### config.mk
export PLATFORM = sky130hd
export DESIGN_NAME = id_set_table
export DESIGN_NICKNAME = d
export VERILOG_FILES = /design/src/rtl/ist_pkg.sv /design/src/rtl/ist_mem.sv /design/src/rtl/id_set_table.sv
export SDC_FILE = /design/constraint.sdc
export NUM_CORES = 1
export LEC_CHECK = 0
export ABC_CLOCK_PERIOD_IN_PS = 5600
export BUFFER_PORTS_ARGS = -buffer_cell sky130_fd_sc_hd__clkbuf_2
export CAP_MARGIN = 20
export CELL_PAD_IN_SITES_DETAIL_PLACEMENT = 1
export CELL_PAD_IN_SITES_GLOBAL_PLACEMENT = 2
export CORE_MARGIN = 3
export CORE_UTILIZATION = 50
export CTS_CLUSTER_SIZE = 16
export DETAILED_ROUTE_END_ITERATION = 7
export PLACE_DENSITY_LB_ADDON = 0.12
export REMOVE_ABC_BUFFERS = 1
export SYNTH_ARGS = -nofsm -noshare
export SYNTH_HDL_FRONTEND = slang
export SYNTH_SLANG_ARGS = --single-unit
### constraint.sdc
create_clock -name aclk -period 5.6 [get_ports aclk]
set_input_delay 0.28 -clock aclk [delete_from_list [all_inputs] [get_ports aclk]]
set_output_delay 0.28 -clock aclk [all_outputs]
set_load 0.005 [all_outputs]
### src/rtl/ist_pkg.sv
// ist_pkg: shared constants for the id set table
`timescale 1ns / 1ps

package ist_pkg;

    // default number of slots in the store
    localparam int CAPACITY_DEF = 16;

    // field widths fixed by the interface
    localparam int ID_W     = 32;
    localparam int FUNC_W   = 2;
    localparam int STATUS_W = 2;
    localparam int POS_W    = 4;
    localparam int CNT_W    = 5;

    // operation codes
    localparam logic [FUNC_W-1:0] FUNC_ADD   = 2'd0;
    localparam logic [FUNC_W-1:0] FUNC_DEL   = 2'd1;
    localparam logic [FUNC_W-1:0] FUNC_QUERY = 2'd2;

    // result status codes
    localparam logic [STATUS_W-1:0] STATUS_OK        = 2'd0;
    localparam logic [STATUS_W-1:0] STATUS_FULL      = 2'd1;
    localparam logic [STATUS_W-1:0] STATUS_NOT_FOUND = 2'd2;

endpackage

### src/rtl/ist_mem.sv
// ist_mem: single write port, single registered read port entry store
`timescale 1ns / 1ps

module ist_mem #(
    parameter int DEPTH = ist_pkg::CAPACITY_DEF,
    parameter int AW    = (DEPTH > 1) ? $clog2(DEPTH) : 1
) (
    input  logic                    aclk,
    input  logic                    wr_en,
    input  logic [AW-1:0]           wr_addr,
    input  logic [ist_pkg::ID_W-1:0] wr_data,
    input  logic [AW-1:0]           rd_addr,
    output logic [ist_pkg::ID_W-1:0] rd_data
);

    logic [ist_pkg::ID_W-1:0] mem_q [DEPTH];

    always_ff @(posedge aclk) begin
        if (wr_en) begin
            mem_q[wr_addr] <= wr_data;
        end
    end

    always_ff @(posedge aclk) begin
        rd_data <= mem_q[rd_addr];
    end

endmodule

### src/rtl/id_set_table.sv
// id_set_table: unordered id set with append, swap-remove delete and lookup
// flow: accept, then scan the store one entry per cycle through the registered read port
//   until the first match or the end, then apply the op; a hit delete then reads the last entry
//   and moves it into the freed slot; the result is registered once the result side can take it
// accept: a new word is taken only after the result of the last one has been loaded
// reset: aresetn synchronous, active low; clears the entry count and handshakes
`timescale 1ns / 1ps

module id_set_table #(
    parameter int CAPACITY = ist_pkg::CAPACITY_DEF
) (
    input  logic                        aclk,
    input  logic                        aresetn,
    input  logic                        s_valid,
    output logic                        s_ready,
    input  logic [ist_pkg::FUNC_W-1:0]  s_func,
    input  logic [ist_pkg::ID_W-1:0]    s_id,
    output logic                        m_valid,
    input  logic                        m_ready,
    output logic [ist_pkg::STATUS_W-1:0] m_status,
    output logic                        m_found,
    output logic [ist_pkg::POS_W-1:0]   m_position,
    output logic [ist_pkg::CNT_W-1:0]   m_count
);

    localparam int IW = (CAPACITY > 1) ? $clog2(CAPACITY) : 1;
    localparam int CW = $clog2(CAPACITY + 1);

    localparam logic [2:0] ST_IDLE = 3'd0;
    localparam logic [2:0] ST_SCAN = 3'd1;
    localparam logic [2:0] ST_OP   = 3'd2;
    localparam logic [2:0] ST_MVRD = 3'd3;
    localparam logic [2:0] ST_MVWR = 3'd4;
    localparam logic [2:0] ST_FIN  = 3'd5;

    logic [2:0] state_reg, state_next;
    logic [CW-1:0] count_reg, count_next;
    logic [CW-1:0] issue_idx_reg, issue_idx_next;
    logic cmp_valid_reg, cmp_valid_next;
    logic [IW-1:0] cmp_idx_reg, cmp_idx_next;
    logic hit_reg, hit_next;
    logic [IW-1:0] slot_reg, slot_next;
    logic [ist_pkg::STATUS_W-1:0] status_reg, status_next;
    logic [ist_pkg::FUNC_W-1:0] func_reg;
    logic [ist_pkg::ID_W-1:0] key_reg;

    logic m_valid_reg, m_valid_next;
    logic [ist_pkg::STATUS_W-1:0] m_status_reg;
    logic m_found_reg;
    logic [ist_pkg::POS_W-1:0] m_position_reg;
    logic [ist_pkg::CNT_W-1:0] m_count_reg;

    logic wr_en;
    logic [IW-1:0] wr_addr;
    logic [ist_pkg::ID_W-1:0] wr_data;
    logic [IW-1:0] rd_addr;
    logic [ist_pkg::ID_W-1:0] rd_data;

    logic s_take, out_load, issue;
    logic [CW-1:0] last_idx;
    logic [IW+ist_pkg::POS_W-1:0] slot_wide;
    logic [CW+ist_pkg::CNT_W-1:0] count_wide;

    ist_mem #(
        .DEPTH (CAPACITY),
        .AW    (IW)
    ) u_mem (
        .aclk    (aclk),
        .wr_en   (wr_en),
        .wr_addr (wr_addr),
        .wr_data (wr_data),
        .rd_addr (rd_addr),
        .rd_data (rd_data)
    );

    assign s_ready  = (state_reg == ST_IDLE);
    assign s_take   = s_valid && s_ready;
    assign out_load = (state_reg == ST_FIN) && (!m_valid_reg || m_ready);
    assign issue    = (state_reg == ST_SCAN) && !hit_reg && (issue_idx_reg < count_reg);
    assign last_idx = count_reg - CW'(1);

    assign slot_wide  = {{ist_pkg::POS_W{1'b0}}, slot_reg};
    assign count_wide = {{ist_pkg::CNT_W{1'b0}}, count_reg};

    // read port: scan address, or the last slot for the swap on delete
    always_comb begin
        if (state_reg == ST_MVRD) begin
            rd_addr = last_idx[IW-1:0];
        end else begin
            rd_addr = issue_idx_reg[IW-1:0];
        end
    end

    always_comb begin
        state_next     = state_reg;
        count_next     = count_reg;
        issue_idx_next = issue_idx_reg;
        cmp_valid_next = 1'b0;
        cmp_idx_next   = cmp_idx_reg;
        hit_next       = hit_reg;
        slot_next      = slot_reg;
        status_next    = status_reg;
        wr_en          = 1'b0;
        wr_addr        = slot_reg;
        wr_data        = key_reg;

        unique case (state_reg)
            ST_IDLE: begin
                if (s_take) begin
                    issue_idx_next = '0;
                    hit_next       = 1'b0;
                    slot_next      = '0;
                    status_next    = ist_pkg::STATUS_OK;
                    state_next     = ST_SCAN;
                end
            end
            ST_SCAN: begin
                // one read issued and one compare done per cycle
                if (issue) begin
                    issue_idx_next = issue_idx_reg + CW'(1);
                    cmp_valid_next = 1'b1;
                    cmp_idx_next   = issue_idx_reg[IW-1:0];
                end
                if (cmp_valid_reg && !hit_reg && (rd_data == key_reg)) begin
                    hit_next  = 1'b1;
                    slot_next = cmp_idx_reg;
                end
                if (!issue && !cmp_valid_reg) begin
                    state_next = ST_OP;
                end
            end
            ST_OP: begin
                case (func_reg)
                    ist_pkg::FUNC_ADD: begin
                        if (count_reg >= CW'(CAPACITY)) begin
                            status_next = ist_pkg::STATUS_FULL;
                        end else begin
                            wr_en      = 1'b1;
                            wr_addr    = count_reg[IW-1:0];
                            slot_next  = count_reg[IW-1:0];
                            count_next = count_reg + CW'(1);
                        end
                        state_next = ST_FIN;
                    end
                    ist_pkg::FUNC_DEL: begin
                        if (!hit_reg) begin
                            status_next = ist_pkg::STATUS_NOT_FOUND;
                            state_next  = ST_FIN;
                        end else begin
                            state_next = ST_MVRD;
                        end
                    end
                    default: begin
                        // query, and the unused code acts as a query
                        state_next = ST_FIN;
                    end
                endcase
            end
            ST_MVRD: begin
                state_next = ST_MVWR;
            end
            ST_MVWR: begin
                // last entry moves into the freed slot
                wr_en      = 1'b1;
                wr_addr    = slot_reg;
                wr_data    = rd_data;
                count_next = last_idx;
                state_next = ST_FIN;
            end
            ST_FIN: begin
                if (out_load) begin
                    state_next = ST_IDLE;
                end
            end
            default: begin
                state_next = ST_IDLE;
            end
        endcase
    end

    always_comb begin
        m_valid_next = m_valid_reg;
        if (out_load) begin
            m_valid_next = 1'b1;
        end else if (m_ready) begin
            m_valid_next = 1'b0;
        end
    end

    always_ff @(posedge aclk) begin
        if (!aresetn) begin
            state_reg     <= ST_IDLE;
            count_reg     <= '0;
            cmp_valid_reg <= 1'b0;
            m_valid_reg   <= 1'b0;
        end else begin
            state_reg     <= state_next;
            count_reg     <= count_next;
            cmp_valid_reg <= cmp_valid_next;
            m_valid_reg   <= m_valid_next;
        end
    end

    always_ff @(posedge aclk) begin
        issue_idx_reg <= issue_idx_next;
        cmp_idx_reg   <= cmp_idx_next;
        hit_reg       <= hit_next;
        slot_reg      <= slot_next;
        status_reg    <= status_next;
        if (s_take) begin
            func_reg <= s_func;
            key_reg  <= s_id;
        end
        if (out_load) begin
            m_status_reg   <= status_reg;
            m_found_reg    <= hit_reg;
            m_position_reg <= slot_wide[ist_pkg::POS_W-1:0];
            m_count_reg    <= count_wide[ist_pkg::CNT_W-1:0];
        end
    end

    assign m_valid    = m_valid_reg;
    assign m_status   = m_status_reg;
    assign m_found    = m_found_reg;
    assign m_position = m_position_reg;
    assign m_count    = m_count_reg;

endmodule
==> results.md <==
- The flow ran to the end, and the final reports show no timing, DRC or antenna violations.
- In this run the worst path has a maximum fanout of between 70 and 80.
- In the global route stage, overall resource usage came out at 0.256.
- The Yosys step of the flow raised 0 warnings.
- Entering global routing, the biggest net connects 76 pins.
- The count of buffers inserted at the top-level ports is 51.
- The number of flops mapped to enable cells by yosys is roughly 570.
- From synthesis to final layout, the design area changed by 14.2%.
- The worst setup path is captured at a flop.
- Of the total power, combinational logic draws 0.164.
- The flip-flop count of the largest register, all copies and words added is a little over 500.
- The overall routed net length is a little over 70000 microns.
- For the worst-skew pair, the clock arrives at the later sink with an insertion delay of around 0.60 ns.
- In this run the core area contains between 80 and 90 standard-cell rows.
- The pre-antenna-repair detailed-routing pass consisted of 5 iterations.
- The synthesized-area fraction occupied by ao, oa, aoi and oai cells is 0.106.
- The starting density of the core is 0.511.
- The instance area at placement is roughly 28000 sq um.
- Summed over all nets, the switching power comes to approximately 3.1 mW.
- Summed over all layers, the global routing overflow is 0.
- In the final routed layout, each cell accounts on average for ~29 microns.
- Measured against its own limit, the worst slew margin works out to 0.285.
- For this run, the share of the core covered by cells in the final layout is 0.584.
- The sequential cell fraction of total power is 0.457.
- Detailed placement finished with a half-perimeter wire length of 37800 microns.
- The leakage component of the power is about 11 nW.
- The primary flip-flop cell chosen by synthesis mapping is sky130_fd_sc_hd__edfxtp_1.
- The average via count per standard cell is 6.25.
- The sort of element at the start of the critical path is a flop.
- The number of buffers between clock root and the deepest sink is 3.
- In this run the vertical extent of the chip is about 240 microns.
- The switching power share of the total is 0.262.
- Pin placement for this block handled 52 I/O pins.
- The congestion estimate from routability-driven global placement came to ~0.76.
- The remaining antenna violation count after routing is 0.
- Internal power comes to ~8.8 mW.
- The finished layout cell area is 30200 sq um.
- The layout cell share with drive strength beyond 1 is 0.143.
- The starting DRC count in detailed routing is about 1300.
- Dividing the synthesized area by the synthesized cell count gives between 15 and 20 sq um.
- The area share of fa/ha/maj cells after synthesis is 0.00331.
- Clock tree synthesis inserted a total of approximately 70 buffers.
- The worst vdd rail ir drop is approximately 0.39 mV.
- The library cell used as clock root buffer is sky130_fd_sc_hd__clkbuf_16.
- The required time of the critical path is a little over 6 ns.
- The initial antenna violation count is 1.
- Dividing the final minimum period by the clock period gives 0.679.
- Max-cap violations in this run came to 0.
- The global-route wire length before repair is ~110000 microns.
- The area enclosed by the die boundary is between 50000 and 60000 sq um.
- Measured against the total synthesized area, the mux share comes to 0.138.
- Fill cells in the final layout number 4651.
- Setup repair after global routing left no endpoint under its margin.
- After the last flow step, the layout net total stands at between 1500 and 2000.
- The die boundary width is 236 microns.
- CTS built an H-tree with a depth of 3.
- For this run, design rule violations remaining after detail routing come to 0.
- The share of total power dissipated in the clock network is 0.380.
- Of the total synthesized cell area, the portion taken by AND, OR, NAND and NOR gates is 0.0331.
- The number of cells produced by synthesis is between 1500 and 2000.
- The number of global-route vias before repair was around 17000.
- The number of slew-limit violations in the final report is 0.
- Clock skew on the completed layout was measured at 0.0244 ns.
- Timing would allow up to around 260 MHz.
- 0 antenna diodes ended up in the layout.
- The worst min-delay path class is primary input to flop.
- For the pin with the worst max-slew slack, the measured transition is around 1.1 ns.
- Sorting the synthesized cells by area gives the leading types as sky130_fd_sc_hd__edfxtp_1 65%, sky130_fd_sc_hd__mux2i_1 12%, sky130_fd_sc_hd__o211a_1 3.6%.
- The main combinational cell family by area after synthesis is multiplexers.
- Counting every sink on the clock net gives around 620.
- Of the total synthesized cell area, the portion taken by XOR and XNOR cells is 0.0129.
- Data on the critical path arrives at its endpoint at 4.25 ns.
- Clock-pin slew was measured on the worst setup and hold paths at approximately 0.06 ns.
- The number of setup violations in the final report is 0.
- Subtracting the final worst setup slack from the clock period gives ~3.8 ns.
- The summed instance area of the synthesized netlist is between 20000 and 30000 sq um.
- The core region is 51800 sq um.
- The number of hold-slack violations in the final timing report came to 0.
- Of the post-synthesis cell area, the dominant cell type holds 0.651.
- Counting distinct cell types in the post-synthesis netlist gives 56.
- Yosys instantiated no cell more often than sky130_fd_sc_hd__edfxtp_1.
- The worst setup path is of the flop to flop kind.
- In the synthesized netlist, the cells that appear most often are 574 x sky130_fd_sc_hd__edfxtp_1, 326 x sky130_fd_sc_hd__mux2i_1, 109 x sky130_fd_sc_hd__nand2_1.
- The register bit total from synthesis is 616.
- In the synthesized netlist the async set-or-reset flop fraction comes to 0.
- The CTS tree is built.
- Once the clock tree was built, the setup fixing pass inserted 0 buffers.
- The via count is about 16000.
- The ratio of total power to cell area is about 400 nW/um^2.
- The share of the Yosys chip area taken by registers is 0.683.
- The top cell type by total area after synthesis is sky130_fd_sc_hd__edfxtp_1.
[final cells by class]
cell class                 instances  area [sq um]  share of cell area
inverter                          13          48.8             0.00161
tap                              680           851              0.0281
multi-input combinational        926          7950               0.263
clock buffer                     106          2040              0.0674
sequential                       616         18100               0.598
clock inverter                    19           250             0.00827
timing repair buffer             131          1040              0.0343
[layer usage]
metal / routed length (microns) / vias to the layer above / share of wire / global-route usage
met5: 0 / - / 0 / 0
met4: 1360 / 0 / 0.019 / 0.0651
met3: 3500 / 95 / 0.049 / 0.0429
met2: 35700 / 403 / 0.50 / 0.438
met1: 31000 / 8235 / 0.43 / 0.341
li1: - / 6840 / - / -
[cells in the final DEF (no fill, tap or decap), drive strengths merged, types with 4 or more instances in the layout]
master,Yosys,routed
a211o,33,33
a211oi,97,97
a21oi,5,5
a31oi,7,7
and2,4,4
buf,58,45
bufinv,0,5
clkbuf,67,157
clkinv,0,10
dfxtp,42,42
dlygate4sd3,0,35
edfxtp,574,574
ha,7,7
inv,13,15
mux2,34,34
mux2i,326,326
nand2,109,109
nand2b,4,4
nand3,6,6
nand4,8,8
nor2,25,25
nor2b,4,4
nor3,11,11
nor4,4,4
o211a,96,96
o211ai,32,32
o21ai,13,13
o32a,32,32
xnor2,31,31
xor2,8,8
[path summary, 6_finish.rpt]
path	from	end	slack, ns	cells after the start
setup / recovery	state_reg[1]	u_mem.rd_data[13]	1.80	7
hold / removal	s_valid	state_reg[0]	0.09	3
setup reg to reg	state_reg[1]	u_mem.rd_data[13]	1.80	7
hold reg to reg	status_reg[1]	m_status[1]	0.42	0
[timing repair]
| action | in CTS | in global routing |
|---|---|---|
| gates resized for setup | 0 | 0 |
| hold buffers | 35 | 0 |
| endpoints found under the hold margin | 35 | 0 |
[kinds of logic (layout without fill, tap and decap cells)]
| logic type | after synthesis | count (layout) |
|---|---|---|
| buf+inv | 138 | 269 |
| mux | 360 | 360 |
| compound gates | 329 | 329 |
| flops | 616 | 616 |
| simple gates | 191 | 191 |
| fa+ha+maj | 7 | 7 |
| xor+xnor | 39 | 39 |
[critical path, cell delays in order, from the launching register on]
cell,delay [ns]
sky130_fd_sc_hd__dfxtp_1,0.64
sky130_fd_sc_hd__and3b_4,0.59
sky130_fd_sc_hd__buf_4,0.93
sky130_fd_sc_hd__o21ai_4,0.40
sky130_fd_sc_hd__buf_12,0.37
sky130_fd_sc_hd__a211oi_1,0.42
sky130_fd_sc_hd__a211o_1,0.18
sky130_fd_sc_hd__o211ai_1,0.08
[stage by stage]
step | instances | hold slack (ns) | setup TNS (ns) | total power [mW] | setup WS [ns]
2_1_floorplan | 1555 | 0.379 | -95.27 | 6.87 | -3.00
3_3_place_gp | 2325 | 0.410 | 0 | 7.42 | 1.83
3_5_place_dp | 2329 | 0.406 | 0 | 7.49 | 1.86
4_1_cts | 2489 | 0.0571 | 0 | 12.0 | 1.85
5_1_grt | 2491 | 0.0873 | 0 | 12.4 | 1.63
6_report | 2491 | 0.0863 | 0 | 12.0 | 1.80
[power by group through the flow]
stage	Combinational (mW)	Clock, mW	Sequential (mW)
after floorplan	1.29	0	5.58
after global placement	1.87	0	5.55
after detailed placement	1.93	0	5.56
after CTS	1.96	4.63	5.46
after global routing	2.10	4.82	5.48
final	1.96	4.54	5.46
No activity file was read; power rests on OpenSTA's default activity.
